==> config.mk <==
export PLATFORM = sky130hd
export DESIGN_NAME = rpn_stack_calculator
export DESIGN_NICKNAME = d
export VERILOG_FILES = /design/src/hdl/rpn_pkg.sv /design/src/hdl/rpn_ram.sv /design/src/hdl/rpn_stack_calculator.sv
export VERILOG_INCLUDE_DIRS = /design/src /design/src/hdl
export SDC_FILE = /design/constraint.sdc
export NUM_CORES = 2
export LEC_CHECK = 0
export BUFFER_PORTS_ARGS = -buffer_cell sky130_fd_sc_hd__buf_4
export CAP_MARGIN = 10
export CELL_PAD_IN_SITES_DETAIL_PLACEMENT = 1
export CELL_PAD_IN_SITES_GLOBAL_PLACEMENT = 1
export CORE_ASPECT_RATIO = 0.9
export CORE_MARGIN = 10
export CORE_UTILIZATION = 45
export DETAILED_ROUTE_END_ITERATION = 10
export HOLD_SLACK_MARGIN = 0.06
export PLACE_DENSITY = 0.66
export SYNTH_ARGS = -nofsm -noshare
export SYNTH_HDL_FRONTEND = slang
export SYNTH_HIERARCHICAL = 1
export SYNTH_SLANG_ARGS = --single-unit
==> constraint.sdc <==
create_clock -name clk_i -period 8.7 [get_ports clk_i]
set_clock_uncertainty 0.1 [all_clocks]
set_input_delay 0.87 -clock clk_i [delete_from_list [all_inputs] [get_ports clk_i]]
set_output_delay 0.87 -clock clk_i [all_outputs]
set_load 0.01 [all_outputs]
==> src/hdl/rpn_stack_calculator_defines.svh <==
// ----------------------------------------------------------------------------
// RPN stack calculator assertion macros
// Shared concurrent assertion forms, clocked on clk_i and disabled in reset.
// ----------------------------------------------------------------------------
`ifndef RPN_STACK_CALCULATOR_DEFINES_SVH
`define RPN_STACK_CALCULATOR_DEFINES_SVH

// The consequent must hold in the same cycle as the antecedent.
`define RPN_ASSERT_SAME(label, pre, post) \
  label: assert property (@(posedge clk_i) disable iff (!rst_ni) (pre) |-> (post)) \
    else $error("rpn_stack_calculator: same-cycle check failed");

// The consequent must hold in the cycle after the antecedent.
`define RPN_ASSERT_NEXT(label, pre, post) \
  label: assert property (@(posedge clk_i) disable iff (!rst_ni) (pre) |=> (post)) \
    else $error("rpn_stack_calculator: next-cycle check failed");

`endif

==> src/hdl/rpn_pkg.sv <==
// ----------------------------------------------------------------------------
// RPN calculator package
// Field widths, command and status codes, and the sequencer's control store.
// ----------------------------------------------------------------------------
`default_nettype none

package rpn_pkg;

  // Word field widths.
  localparam int unsigned DATA_W          = 32;
  localparam int unsigned KIND_W          = 3;
  localparam int unsigned DEPTH_W         = 7;
  localparam int unsigned STATUS_W        = 2;
  localparam int unsigned STACK_DEPTH_DEF = 64;
  localparam int unsigned DIV_STEPS       = DATA_W;
  localparam int unsigned CNT_W           = $clog2(DIV_STEPS);

  // Command codes.
  localparam logic [KIND_W-1:0] KIND_PUSH  = 3'd0;
  localparam logic [KIND_W-1:0] KIND_ADD   = 3'd1;
  localparam logic [KIND_W-1:0] KIND_SUB   = 3'd2;
  localparam logic [KIND_W-1:0] KIND_MUL   = 3'd3;
  localparam logic [KIND_W-1:0] KIND_DIV   = 3'd4;
  localparam logic [KIND_W-1:0] KIND_CLEAR = 3'd5;
  localparam logic [KIND_W-1:0] KIND_PEEK  = 3'd6;

  // Status codes.
  localparam logic [STATUS_W-1:0] ST_OK    = 2'd0;
  localparam logic [STATUS_W-1:0] ST_UNDER = 2'd1;
  localparam logic [STATUS_W-1:0] ST_OVER  = 2'd2;
  localparam logic [STATUS_W-1:0] ST_DIVZ  = 2'd3;

  // Datapath actions, one per control word.
  typedef enum logic [3:0] {
    ACT_NONE,
    ACT_LATCH,
    ACT_PUSH,
    ACT_LD_B,
    ACT_ALU,
    ACT_WB,
    ACT_DIV_INIT,
    ACT_DIV_STEP,
    ACT_DIV_FIX,
    ACT_ST_OVER,
    ACT_ST_UNDER,
    ACT_ST_DIVZ,
    ACT_CLEAR,
    ACT_PEEK,
    ACT_EMIT
  } act_e;

  // Jump conditions of the sequencer.
  typedef enum logic [3:0] {
    C_ALWAYS,
    C_NO_IN,
    C_DISPATCH,
    C_FULL,
    C_LT2,
    C_IS_DIV,
    C_DIVZ,
    C_DIV_MORE,
    C_OUT_BUSY
  } cond_e;

  typedef logic [4:0] upc_t;

  // Control word: action, condition, target when true, target when false.
  typedef struct packed {
    act_e  act;
    cond_e cond;
    upc_t  jt;
    upc_t  nt;
  } ucode_t;

  // Control store addresses.
  localparam upc_t U_IDLE    = 5'd0;
  localparam upc_t U_DISP    = 5'd1;
  localparam upc_t U_PUSH    = 5'd2;
  localparam upc_t U_PUSH_WR = 5'd3;
  localparam upc_t U_OVER    = 5'd4;
  localparam upc_t U_BIN     = 5'd5;
  localparam upc_t U_BWAIT   = 5'd6;
  localparam upc_t U_ALU     = 5'd7;
  localparam upc_t U_WB      = 5'd8;
  localparam upc_t U_UNDER   = 5'd9;
  localparam upc_t U_DIV     = 5'd10;
  localparam upc_t U_DSTEP   = 5'd11;
  localparam upc_t U_DFIX    = 5'd12;
  localparam upc_t U_DIVZ    = 5'd13;
  localparam upc_t U_CLEAR   = 5'd14;
  localparam upc_t U_PEEK    = 5'd15;
  localparam upc_t U_NOP     = 5'd16;
  localparam upc_t U_DONE    = 5'd17;

  // Entry point of the routine for each command.
  function automatic upc_t kind_entry(logic [KIND_W-1:0] kind);
    upc_t entry;
    unique case (kind)
      KIND_PUSH:  entry = U_PUSH;
      KIND_ADD,
      KIND_SUB,
      KIND_MUL,
      KIND_DIV:   entry = U_BIN;
      KIND_CLEAR: entry = U_CLEAR;
      KIND_PEEK:  entry = U_PEEK;
      default:    entry = U_NOP;
    endcase
    return entry;
  endfunction

  // Microprogram.
  function automatic ucode_t ucode_rom(upc_t addr);
    ucode_t uw;
    unique case (addr)
      U_IDLE:    uw = '{ACT_LATCH,    C_NO_IN,    U_IDLE,  U_DISP};
      U_DISP:    uw = '{ACT_NONE,     C_DISPATCH, U_IDLE,  U_IDLE};
      U_PUSH:    uw = '{ACT_NONE,     C_FULL,     U_OVER,  U_PUSH_WR};
      U_PUSH_WR: uw = '{ACT_PUSH,     C_ALWAYS,   U_DONE,  U_DONE};
      U_OVER:    uw = '{ACT_ST_OVER,  C_ALWAYS,   U_DONE,  U_DONE};
      U_BIN:     uw = '{ACT_NONE,     C_LT2,      U_UNDER, U_BWAIT};
      U_BWAIT:   uw = '{ACT_LD_B,     C_IS_DIV,   U_DIV,   U_ALU};
      U_ALU:     uw = '{ACT_ALU,      C_ALWAYS,   U_WB,    U_WB};
      U_WB:      uw = '{ACT_WB,       C_ALWAYS,   U_DONE,  U_DONE};
      U_UNDER:   uw = '{ACT_ST_UNDER, C_ALWAYS,   U_DONE,  U_DONE};
      U_DIV:     uw = '{ACT_DIV_INIT, C_DIVZ,     U_DIVZ,  U_DSTEP};
      U_DSTEP:   uw = '{ACT_DIV_STEP, C_DIV_MORE, U_DSTEP, U_DFIX};
      U_DFIX:    uw = '{ACT_DIV_FIX,  C_ALWAYS,   U_WB,    U_WB};
      U_DIVZ:    uw = '{ACT_ST_DIVZ,  C_ALWAYS,   U_DONE,  U_DONE};
      U_CLEAR:   uw = '{ACT_CLEAR,    C_ALWAYS,   U_DONE,  U_DONE};
      U_PEEK:    uw = '{ACT_PEEK,     C_ALWAYS,   U_DONE,  U_DONE};
      U_NOP:     uw = '{ACT_NONE,     C_ALWAYS,   U_DONE,  U_DONE};
      U_DONE:    uw = '{ACT_EMIT,     C_OUT_BUSY, U_DONE,  U_IDLE};
      default:   uw = '{ACT_NONE,     C_ALWAYS,   U_IDLE,  U_IDLE};
    endcase
    return uw;
  endfunction

endpackage

`default_nettype wire

==> src/hdl/rpn_ram.sv <==
// ----------------------------------------------------------------------------
// RPN generic RAM
// One write port and one read port with registered read data.
// ----------------------------------------------------------------------------
`default_nettype none

module rpn_ram #(
  parameter int unsigned Width = 32,
  parameter int unsigned Depth = 64,
  localparam int unsigned AddrW = (Depth > 1) ? $clog2(Depth) : 1
) (
  input  wire logic             clk_i,
  input  wire logic             we_i,
  input  wire logic [AddrW-1:0] waddr_i,
  input  wire logic [Width-1:0] wdata_i,
  input  wire logic [AddrW-1:0] raddr_i,
  output logic      [Width-1:0] rdata_o
);

  logic [Width-1:0] mem_q [Depth];
  logic [Width-1:0] rdata_q;

  // Write and registered read.
  always_ff @(posedge clk_i) begin
    if (we_i) begin
      mem_q[waddr_i] <= wdata_i;
    end
    rdata_q <= mem_q[raddr_i];
  end

  assign rdata_o = rdata_q;

endmodule

`default_nettype wire

==> src/hdl/rpn_stack_calculator.sv <==
// ----------------------------------------------------------------------------
// RPN stack calculator
// Reverse Polish calculator on a bounded stack of signed 32-bit words.
// ----------------------------------------------------------------------------
// The block takes one command word at a time (push, add, subtract, multiply,
// divide, clear or peek) and returns one result word per command with the new
// top of stack, the depth and a status code. A small microprogram sequences
// a datapath around a single-port-read stack RAM; a divide runs a restoring
// divider loop that yields one quotient bit per cycle. The second operand
// comes from the RAM's registered read port. The result sits in an output
// register, so a new command is taken while the previous result still waits;
// only a second result blocks. Depth is set by STACK_DEPTH, the stack RAM
// needs no clearing after reset.
`default_nettype none

`include "rpn_stack_calculator_defines.svh"

module rpn_stack_calculator
  import rpn_pkg::*;
#(
  parameter int unsigned STACK_DEPTH = STACK_DEPTH_DEF
) (
  input  wire logic                       clk_i,
  input  wire logic                       rst_ni,
  input  wire logic                       in_valid_i,
  output logic                            in_ready_o,
  input  wire logic        [KIND_W-1:0]   kind_i,
  input  wire logic signed [DATA_W-1:0]   operand_value_i,
  output logic                            out_valid_o,
  input  wire logic                       out_ready_i,
  output logic signed      [DATA_W-1:0]   top_value_o,
  output logic             [DEPTH_W-1:0]  stack_depth_o,
  output logic             [STATUS_W-1:0] status_o
);

  localparam int unsigned AddrW = (STACK_DEPTH > 1) ? $clog2(STACK_DEPTH) : 1;
  localparam int unsigned PtrW  = $clog2(STACK_DEPTH + 1);

  // Sequencer and stack control state.
  upc_t              upc_q, upc_d;
  logic [PtrW-1:0]   ptr_q, ptr_d;
  logic              out_valid_q, out_valid_d;

  // Datapath registers.
  logic [KIND_W-1:0]   kind_q;
  logic [DATA_W-1:0]   operand_q;
  logic [DATA_W-1:0]   top_q;
  logic [DATA_W-1:0]   b_q;
  logic [DATA_W-1:0]   r_q;
  logic [DATA_W-1:0]   quo_q;
  logic [DATA_W-1:0]   rem_q;
  logic [DATA_W-1:0]   den_q;
  logic                neg_q;
  logic [CNT_W-1:0]    cnt_q;
  logic [STATUS_W-1:0] st_q;

  // Output word registers.
  logic [DATA_W-1:0]   top_out_q;
  logic [DEPTH_W-1:0]  depth_out_q;
  logic [STATUS_W-1:0] status_out_q;

  ucode_t            uw;
  logic              take;
  logic              accept;
  logic              emit;
  logic              out_busy;
  logic              full;
  logic [PtrW-1:0]   ptr_m2;
  logic [PtrW+DEPTH_W-1:0] depth_ext;

  logic              ram_we;
  logic [AddrW-1:0]  ram_waddr;
  logic [DATA_W-1:0] ram_wdata;
  logic [DATA_W-1:0] ram_rdata;

  logic [DATA_W:0]   rem_sh;
  logic [DATA_W:0]   diff;
  logic [DATA_W-1:0] alu_res;

  // Control word fetch and common decodes.
  assign uw         = ucode_rom(upc_q);
  assign in_ready_o = (upc_q == U_IDLE);
  assign accept     = in_valid_i && in_ready_o;
  assign out_busy   = out_valid_q && !out_ready_i;
  assign emit       = (uw.act == ACT_EMIT) && !out_busy;
  assign full       = (ptr_q == PtrW'(STACK_DEPTH));
  assign ptr_m2     = ptr_q - PtrW'(2);
  assign depth_ext  = {{DEPTH_W{1'b0}}, ptr_q};

  // Jump condition select.
  always_comb begin
    unique case (uw.cond)
      C_ALWAYS:   take = 1'b1;
      C_NO_IN:    take = !in_valid_i;
      C_FULL:     take = full;
      C_LT2:      take = (ptr_q < PtrW'(2));
      C_IS_DIV:   take = (kind_q == KIND_DIV);
      C_DIVZ:     take = (top_q == '0);
      C_DIV_MORE: take = (cnt_q != CNT_W'(DIV_STEPS - 1));
      C_OUT_BUSY: take = out_busy;
      default:    take = 1'b0;
    endcase
  end

  // Next step, stack pointer and output valid.
  always_comb begin
    if (uw.cond == C_DISPATCH) begin
      upc_d = kind_entry(kind_q);
    end else begin
      upc_d = take ? uw.jt : uw.nt;
    end

    ptr_d = ptr_q;
    case (uw.act)
      ACT_PUSH:  ptr_d = ptr_q + PtrW'(1);
      ACT_WB:    ptr_d = ptr_q - PtrW'(1);
      ACT_CLEAR: ptr_d = '0;
      default:   ptr_d = ptr_q;
    endcase

    out_valid_d = out_busy;
    if (emit) begin
      out_valid_d = 1'b1;
    end
  end

  always_ff @(posedge clk_i or negedge rst_ni) begin
    if (!rst_ni) begin
      upc_q       <= U_IDLE;
      ptr_q       <= '0;
      out_valid_q <= 1'b0;
    end else begin
      upc_q       <= upc_d;
      ptr_q       <= ptr_d;
      out_valid_q <= out_valid_d;
    end
  end

  // Stack RAM: push writes at the pointer, writeback replaces the lower operand.
  assign ram_we    = (uw.act == ACT_PUSH) || (uw.act == ACT_WB);
  assign ram_waddr = (uw.act == ACT_PUSH) ? ptr_q[AddrW-1:0] : ptr_m2[AddrW-1:0];
  assign ram_wdata = (uw.act == ACT_PUSH) ? operand_q : r_q;

  rpn_ram #(
    .Width (DATA_W),
    .Depth (STACK_DEPTH)
  ) u_stack_ram (
    .clk_i   (clk_i),
    .we_i    (ram_we),
    .waddr_i (ram_waddr),
    .wdata_i (ram_wdata),
    .raddr_i (ptr_m2[AddrW-1:0]),
    .rdata_o (ram_rdata)
  );

  // Add, subtract or multiply of the lower entry by the top entry.
  always_comb begin
    unique case (kind_q)
      KIND_ADD: alu_res = b_q + top_q;
      KIND_SUB: alu_res = b_q - top_q;
      default:  alu_res = b_q * top_q;
    endcase
  end

  // One restoring divide step on the magnitudes.
  assign rem_sh = {rem_q, quo_q[DATA_W-1]};
  assign diff   = rem_sh - {1'b0, den_q};

  // Datapath registers, loaded as the current control word says.
  always_ff @(posedge clk_i) begin
    case (uw.act)
      ACT_LATCH: begin
        if (accept) begin
          kind_q    <= kind_i;
          operand_q <= operand_value_i;
          st_q      <= ST_OK;
        end
      end
      ACT_PUSH: begin
        top_q <= operand_q;
      end
      ACT_LD_B: begin
        b_q <= ram_rdata;
      end
      ACT_ALU: begin
        r_q <= alu_res;
      end
      ACT_WB: begin
        top_q <= r_q;
      end
      ACT_DIV_INIT: begin
        quo_q <= b_q[DATA_W-1] ? (DATA_W'(0) - b_q) : b_q;
        den_q <= top_q[DATA_W-1] ? (DATA_W'(0) - top_q) : top_q;
        rem_q <= '0;
        neg_q <= b_q[DATA_W-1] ^ top_q[DATA_W-1];
        cnt_q <= '0;
      end
      ACT_DIV_STEP: begin
        if (!diff[DATA_W]) begin
          rem_q <= diff[DATA_W-1:0];
          quo_q <= {quo_q[DATA_W-2:0], 1'b1};
        end else begin
          rem_q <= rem_sh[DATA_W-1:0];
          quo_q <= {quo_q[DATA_W-2:0], 1'b0};
        end
        cnt_q <= cnt_q + CNT_W'(1);
      end
      ACT_DIV_FIX: begin
        r_q <= neg_q ? (DATA_W'(0) - quo_q) : quo_q;
      end
      ACT_ST_OVER: begin
        st_q <= ST_OVER;
      end
      ACT_ST_UNDER: begin
        st_q <= ST_UNDER;
      end
      ACT_ST_DIVZ: begin
        st_q <= ST_DIVZ;
      end
      ACT_PEEK: begin
        st_q <= (ptr_q == '0) ? ST_UNDER : ST_OK;
      end
      default: begin
      end
    endcase

    // Result word capture.
    if (emit) begin
      top_out_q    <= (ptr_q == '0) ? '0 : top_q;
      depth_out_q  <= depth_ext[DEPTH_W-1:0];
      status_out_q <= st_q;
    end
  end

  assign out_valid_o   = out_valid_q;
  assign top_value_o   = top_out_q;
  assign stack_depth_o = depth_out_q;
  assign status_o      = status_out_q;

  // Checks on the sequencer and the stack pointer.
  `RPN_ASSERT_SAME(a_ptr_bound, 1'b1, ptr_q <= PtrW'(STACK_DEPTH))
  `RPN_ASSERT_NEXT(a_accept_dispatch, accept, upc_q == U_DISP)
  `RPN_ASSERT_NEXT(a_wb_pops, upc_q == U_WB, ptr_q == $past(ptr_q) - PtrW'(1))
  `RPN_ASSERT_NEXT(a_div_loop, (upc_q == U_DSTEP) && (cnt_q != CNT_W'(DIV_STEPS - 1)),
                   upc_q == U_DSTEP)

endmodule

`default_nettype wire
**Word-level counts from Yosys, hierarchy flattened**

Memories as Yosys holds them, arrays and structs flattened. A register that Yosys moved wholly into a read port is not among the register bits.
Index checks and enable logic that the tools add are counted.

- Multiply operators: 1
- Muxes and demuxes: 24
- Bitwise operators: 1
- Reductions and logical operators: 20
- Magnitude comparators: 1
- $add $sub $neg: 10
- Eq/ne operators: 31

Operators with widths:

| cell | number |
|---|---|
| one-hot mux 32 bit (2 select lines) | 5 |
| 2-to-1 mux 32 bit | 4 |
| subtractor 1 x 32 -> 32 bit, first input constant | 3 |
| subtractor 33 x 32 -> 33 bit | 1 |
| adder 32 bit | 1 |
| equality test 4 x 3 -> 1 bit, second input constant | 8 |
| equality test 4 bit, second input constant | 8 |
| logical NOT 32 bit | 1 |
| multiplier 32 x 32 -> 32 bit | 1 |
| subtractor 32 bit | 1 |
| 2-to-1 mux 31 bit | 1 |
| one-hot mux 7 bit (3 select lines) | 1 |
| one-hot mux 5 bit (4 select lines) | 1 |
| equality test 4 x 2 -> 1 bit, second input constant | 4 |
| 2-to-1 mux 5 bit | 2 |
| one-hot mux 2 bit (5 select lines) | 1 |
| one-hot mux 5 bit (2 select lines) | 1 |
| equality test 3 bit, second input constant | 3 |
| equality test 4 x 1 -> 1 bit, second input constant | 2 |
| one-hot mux 1 bit (8 select lines) | 1 |
| adder 7 x 1 -> 7 bit, second input constant | 1 |
| equality test 7 bit, second input constant | 1 |
| logical NOT 7 bit | 1 |
| less-than comparator 7 x 2 -> 1 bit, second input constant | 1 |
| 22 further kinds | 34 |

- Logic and storage cells: 108
- Bits of input ports: 39
- Memories kept: 2
- Bits in read-only memories: 576
- Register bits after elaboration: 289
- RAM bits: 2048

Memory list:

| memory | words | width | rd ports | clocked after Yosys merged registers in | write ports | line | RTL |
|---|---|---|---|---|---|---|---|
| u_stack_ram.mem_q | 64 | 32 | 1 | 1 | 1 | rpn_ram.sv:20 | `logic [Width-1:0] mem_q [Depth];` |
| (no name shown) | 32 | 18 | 1 | 0 | 0 | rpn_pkg.sv:114 | `unique case (addr)` |

**Longest topological paths before layout**

- Word-level depth: 5
- Depth in mapped cells: 28
- Gate-level depth less buffers: 26

**Cells and area by module**

The synthesis kept the hierarchy.

Modules (own cells, without submodules):

| module | area an instance (um2) | sequential area each (um2) | cells an instance | instances |
|---|---|---|---|---|
| rpn_ram | 78515.3 | 62139.6 | 3324 | 1 |
| rpn_stack_calculator | 33502.1 | 8613.3 | 3420 | 1 |

**Worst setup path after synthesis**

No wires, ideal clock.

- Path type: reg2reg
- Start: register top_q[8]
- End: register r_q[31] (data pin)
- Stages on the path, launching flop included: 26
- Required time: 8340 ps
- Period minus slack after synthesis: 7752 ps
- Arrival time: 7392 ps
- Library setup time: 260 ps
- Path slack: 948 ps
- Path buffers: 2
- Path through: edfxtp_1 > clkbuf_1 > clkbuf_1 > nand2_1 > fa_1 > inv_1 > fa_1 > fa_1 > inv_1 > fa_1 > inv_1 > fa_1 > ha_1 > fa_1 > fa_1 > ha_1 > a21o_1 > a2111o_1 > a2111oi_0 > or3_1 > a31oi_1 > a311oi_1 > o21ai_0 > xnor2_1 > mux2i_1 > mux2_2

- Cells in the longest elaborated chain, start to end: 3
- Elaborated cells on any way between the ends: 5

RTL lines:

| item | line | RTL |
|---|---|---|
| start, declared | rpn_stack_calculator.sv:47 | `logic [DATA_W-1:0] top_q;` |
| start signal, assigned | rpn_stack_calculator.sv:180 | `top_q <= operand_q;` |
| start signal, assigned | rpn_stack_calculator.sv:189 | `top_q <= r_q;` |
| multiplier 32 x 32 -> 32 bit, or another cell as far along | rpn_stack_calculator.sv:161 | `default: alu_res = b_q * top_q;` |
| one-hot mux 32 bit (2 select lines) (*) | rpn_stack_calculator.sv:158 | `unique case (kind_q)` |
| one-hot mux 32 bit (2 select lines) (*) | rpn_stack_calculator.sv:171 | `case (uw.act)` |
| end signal, assigned | rpn_stack_calculator.sv:186 | `r_q <= alu_res;` |
| end signal, assigned | rpn_stack_calculator.sv:209 | `r_q <= neg_q ? (DATA_W'(0) - quo_q) : quo_q;` |
| end, declared | rpn_stack_calculator.sv:49 | `logic [DATA_W-1:0] r_q;` |

Mark *: on every way between the ends. The rest lies on a longest branch, timed or not.
A chain may end at the register's enable or synchronous reset.

**Final worst setup path**

- Start: register b_q[11]
- End: register r_q[31] (data pin)

- Cells in the longest elaborated chain, start to end: 3
- Elaborated cells on any way between the ends: 5

RTL lines:

| item | line | RTL |
|---|---|---|
| start, declared | rpn_stack_calculator.sv:48 | `logic [DATA_W-1:0] b_q;` |
| start signal, assigned | rpn_stack_calculator.sv:183 | `b_q <= ram_rdata;` |
| multiplier 32 x 32 -> 32 bit, or another cell as far along | rpn_stack_calculator.sv:161 |  |
| one-hot mux 32 bit (2 select lines) (*) | rpn_stack_calculator.sv:158 |  |
| one-hot mux 32 bit (2 select lines) (*) | rpn_stack_calculator.sv:171 |  |

Marked as above.

==> results.py <==
metrics = {
    "clock_tree": {
        "cts_sinks": 2369,
        "cts_buffer_depth": 4,
        "numCtsBuffers": 243,
        "root_buffer": "clkbuf_16",
        "clkLatencyLatePin_ns": 0.90,
        "htree_levels": 4,
        "clkTransAtPathRegs_ns": 0.06,
        "postCtsSetupBuffers": 0,
        "tritoncts": "yes",
    },
    "final_layout": {
        "fin_area_um2": 125900,
        "final_layout_size_suffix_gt1_share_pct": 19.63,
        "nets": 7595,
        "synthToLayoutAreaGrowth_pct": 12.43,
    },
    "hold_path": {
        "hold_path_depth": 1,
        "hp-class": "in2reg",
        "holdCritStartpoint": "operand_value_i[20]",
        "min_to": "operand_q[20]",
    },
    "place": {
        "place_ws_ns": 0.3025,
        "dp_hpwl_mm": 215.8,
        "gp_congestion": 0.8680,
        "io_buffers": 81,
        "placed_area_um2": 117600,
    },
    "detailed_routing": {
        "wl_mm": 332.6,
        "via_per_inst": 5.955,
        "drtAntennaViolNets": 0,
        "dr.pass1.iters": 7,
        "dr_total_vias": 62350,
        "wl_per_cell_um": 31.77,
        "drc": 0,
        "drt_iter0_markers": 6712,
    },
    "critical_path": {
        "start_kind": "register",
        "worst_r2r_path_depth": 24,
        "rrSetupSlack_ns": 0.31,
        "crit_type": "reg2reg",
        "worst_r2r_endpoint": "r_q[31]",
        "critPathMaxFanout": 9,
        "worstPathArrival_ns": 8.86,
        "critPathRequiredTime_ns": 9.17,
        "end_kind": "register",
        "r2r_start": "b_q[11]",
    },
    "sta": {
        "setup_ws_ns": 0.3100,
        "fin_crit_sh_pct": 96.44,
        "setup_violations": 0,
        "rsz0062_at_grt": "false",
        "maxSlewHeadroom_pct": 15.47,
        "hold_viol": 0,
        "slew_violations": 0,
        "clock.fmax_ghz": 0.1192,
        "whs_ns": 0.1198,
        "tightest_slew_ns": 1.259,
        "period_needed_ns": 8.390,
        "fin_tns_setup_ns": 0,
    },
    "synthesis": {
        "ys_top_cells_by_count": "edfxtp_1, mux4_2, inv_1, nand2_1, fa_1",
        "yosys.area_share.simple_pct": 5.661,
        "synth_top_cell_area_share_pct": 62.30,
        "yosys.area.top_type": "edfxtp_1",
        "async_reset_ff_share_pct": 0.5488,
        "synth_compound_area_share_pct": 3.772,
        "ys_types": 79,
        "synth_cells": 6744,
        "synth_top_family_by_area": "multiplexers",
        "ys.flop_type": "edfxtp_1",
        "synthMuxAreaShare_pct": 12.77,
        "syn_nets": 7399,
        "synth_seq_cells": 2369,
        "ys_seq_area_share_pct": 63.16,
        "synthAdderAreaFrac_pct": 9.635,
        "synth-xor-area-share_pct": 2.088,
        "synthTopCellsByArea": "edfxtp_1, mux4_2, fa_1",
        "synth_edf_count": 2324,
        "syn_area_per_cell_um2": 16.61,
        "synth_most_common_cell": "edfxtp_1",
        "synth_area_um2": 112000,
        "synth_warnings": 6,
    },
    "grt": {
        "grt_max_degree": 122,
        "track_usage_pct": 24.28,
        "antenna_found_initial": 19,
        "grt-ovfl-total": 0,
        "grt_pass1_vias": 65850,
        "grt_pass1_wl_mm": 481.0,
    },
    "die": {
        "ioPinCount": 82,
        "die_height_um": 493.3,
        "std_cell_rows": 173,
        "start_util_pct": 45.28,
        "die_w_um": 545.9,
        "core-area_um2": 247400,
        "die_area_um2": 269300,
    },
    "outcome": {
        "status": "complete, no violations",
    },
    "run": {
        "drv_cap": 0,
    },
}
registers in the layout (all words and copies together), names as in the netlist, 5 cells and up:
signal / count
cnt_q: 5
ptr_q: 7
rem_q: 32
quo_q: 32
u_stack_ram/mem_q: 2048
u_stack_ram/rdata_o: 32
upc_q: 5
operand_q: 32
r_q: 32
top_q: 32
b_q: 32
den_q: 32
stack_depth_o: 7
top_value_o: 32
placed cells by master, fill, tap and decap left out, types with 31 or more instances in the layout:
master     count
edfxtp_1    2324
mux4_2       545
inv_1        435
nand2_1      411
fa_1         411
and2_1       317
buf_4        303
clkbuf_16    245
nor2_1       207
ha_1         205
a21oi_1      185
xnor2_1      140
mux2i_1      127
xor2_1       124
o21ai_0      107
o22ai_1       86
mux2_2        66
nor2_4        64
nor2b_1       60
clkinv_2      52
clkbuf_1      42
a21o_1        41
bufinv_16     38
clkinv_1      36
or3_1         35
nor3_1        33
dfxtp_1       32
a211oi_1      31
per-layer routing:
layer	vias up	routed length, um	global-route usage (%)
met5	-	20	0
met4	2	10280	6.847
met3	445	25380	3.903
met2	2496	154900	38.34
met1	33620	142000	35.17
li1	25780	-	-
layout make-up:
cell class              instances  area [um2]
inverters                     438        1659
repair buffers                326        2592
well taps                    3325        4160
flip-flops and latches       2369       70760
clock buffers                 292        6357
multi-input cells            3562       38580
diodes                          4       10.01
clock inverters               154        1824
fillers                     23020      121500
what timing repair did:
| action | CTS | global route |
|---|---|---|
| hold buffers | 15 | 0 |
| endpoints found under the setup margin | 0 | 1 |
| hold endpoints to repair | 27 | 0 |
| resized for setup | 0 | 1 |
per-stage QoR:
step,utilization (%),cells
after detailed placement,47.51,10000
after CTS,50.88,10460
after global placement,47.51,10000
final,50.90,10470
after floorplan,-,6744
after global routing,50.90,10470
kinds of logic after synthesis:
group,after synthesis
AOI/OAI and AO/OA,657
xor gates and xnor gates,267
adders and majority gates,616
buffers and inverters,813
DFF,2369
muxes,739
and+or+nand+nor,1283
critical path, cell delays in order, from the launching register on:
cell,delay [ns]
edfxtp_1,0.60
and2_1,0.26
fa_1,0.57
fa_1,0.45
fa_1,0.53
inv_1,0.05
fa_1,0.49
inv_1,0.06
fa_1,0.46
ha_1,0.31
fa_1,0.51
fa_1,0.42
ha_1,0.38
a21o_1,0.22
a2111o_1,0.41
a2111oi_1,0.61
buf_4,0.23
or3_1,0.13
a31oi_1,0.16
a311oi_1,0.32
buf_4,0.19
o21ai_0,0.11
xnor2_1,0.14
mux2i_1,0.08
mux2_2,0.27
worst max path at each step:
stage | start | to | cells after the start
after CTS | b_q[11] | r_q[31] | 24
after global placement | b_q[11] | r_q[31] | 24
final | b_q[11] | r_q[31] | 24
after global routing | top_q[3] | r_q[29] | 24
after detailed placement | b_q[11] | r_q[31] | 24
after floorplan | top_q[8] | r_q[31] | 25
Power is not shown: default switching activity piles up to over one toggle a cycle in this logic, so the estimate is an artifact.
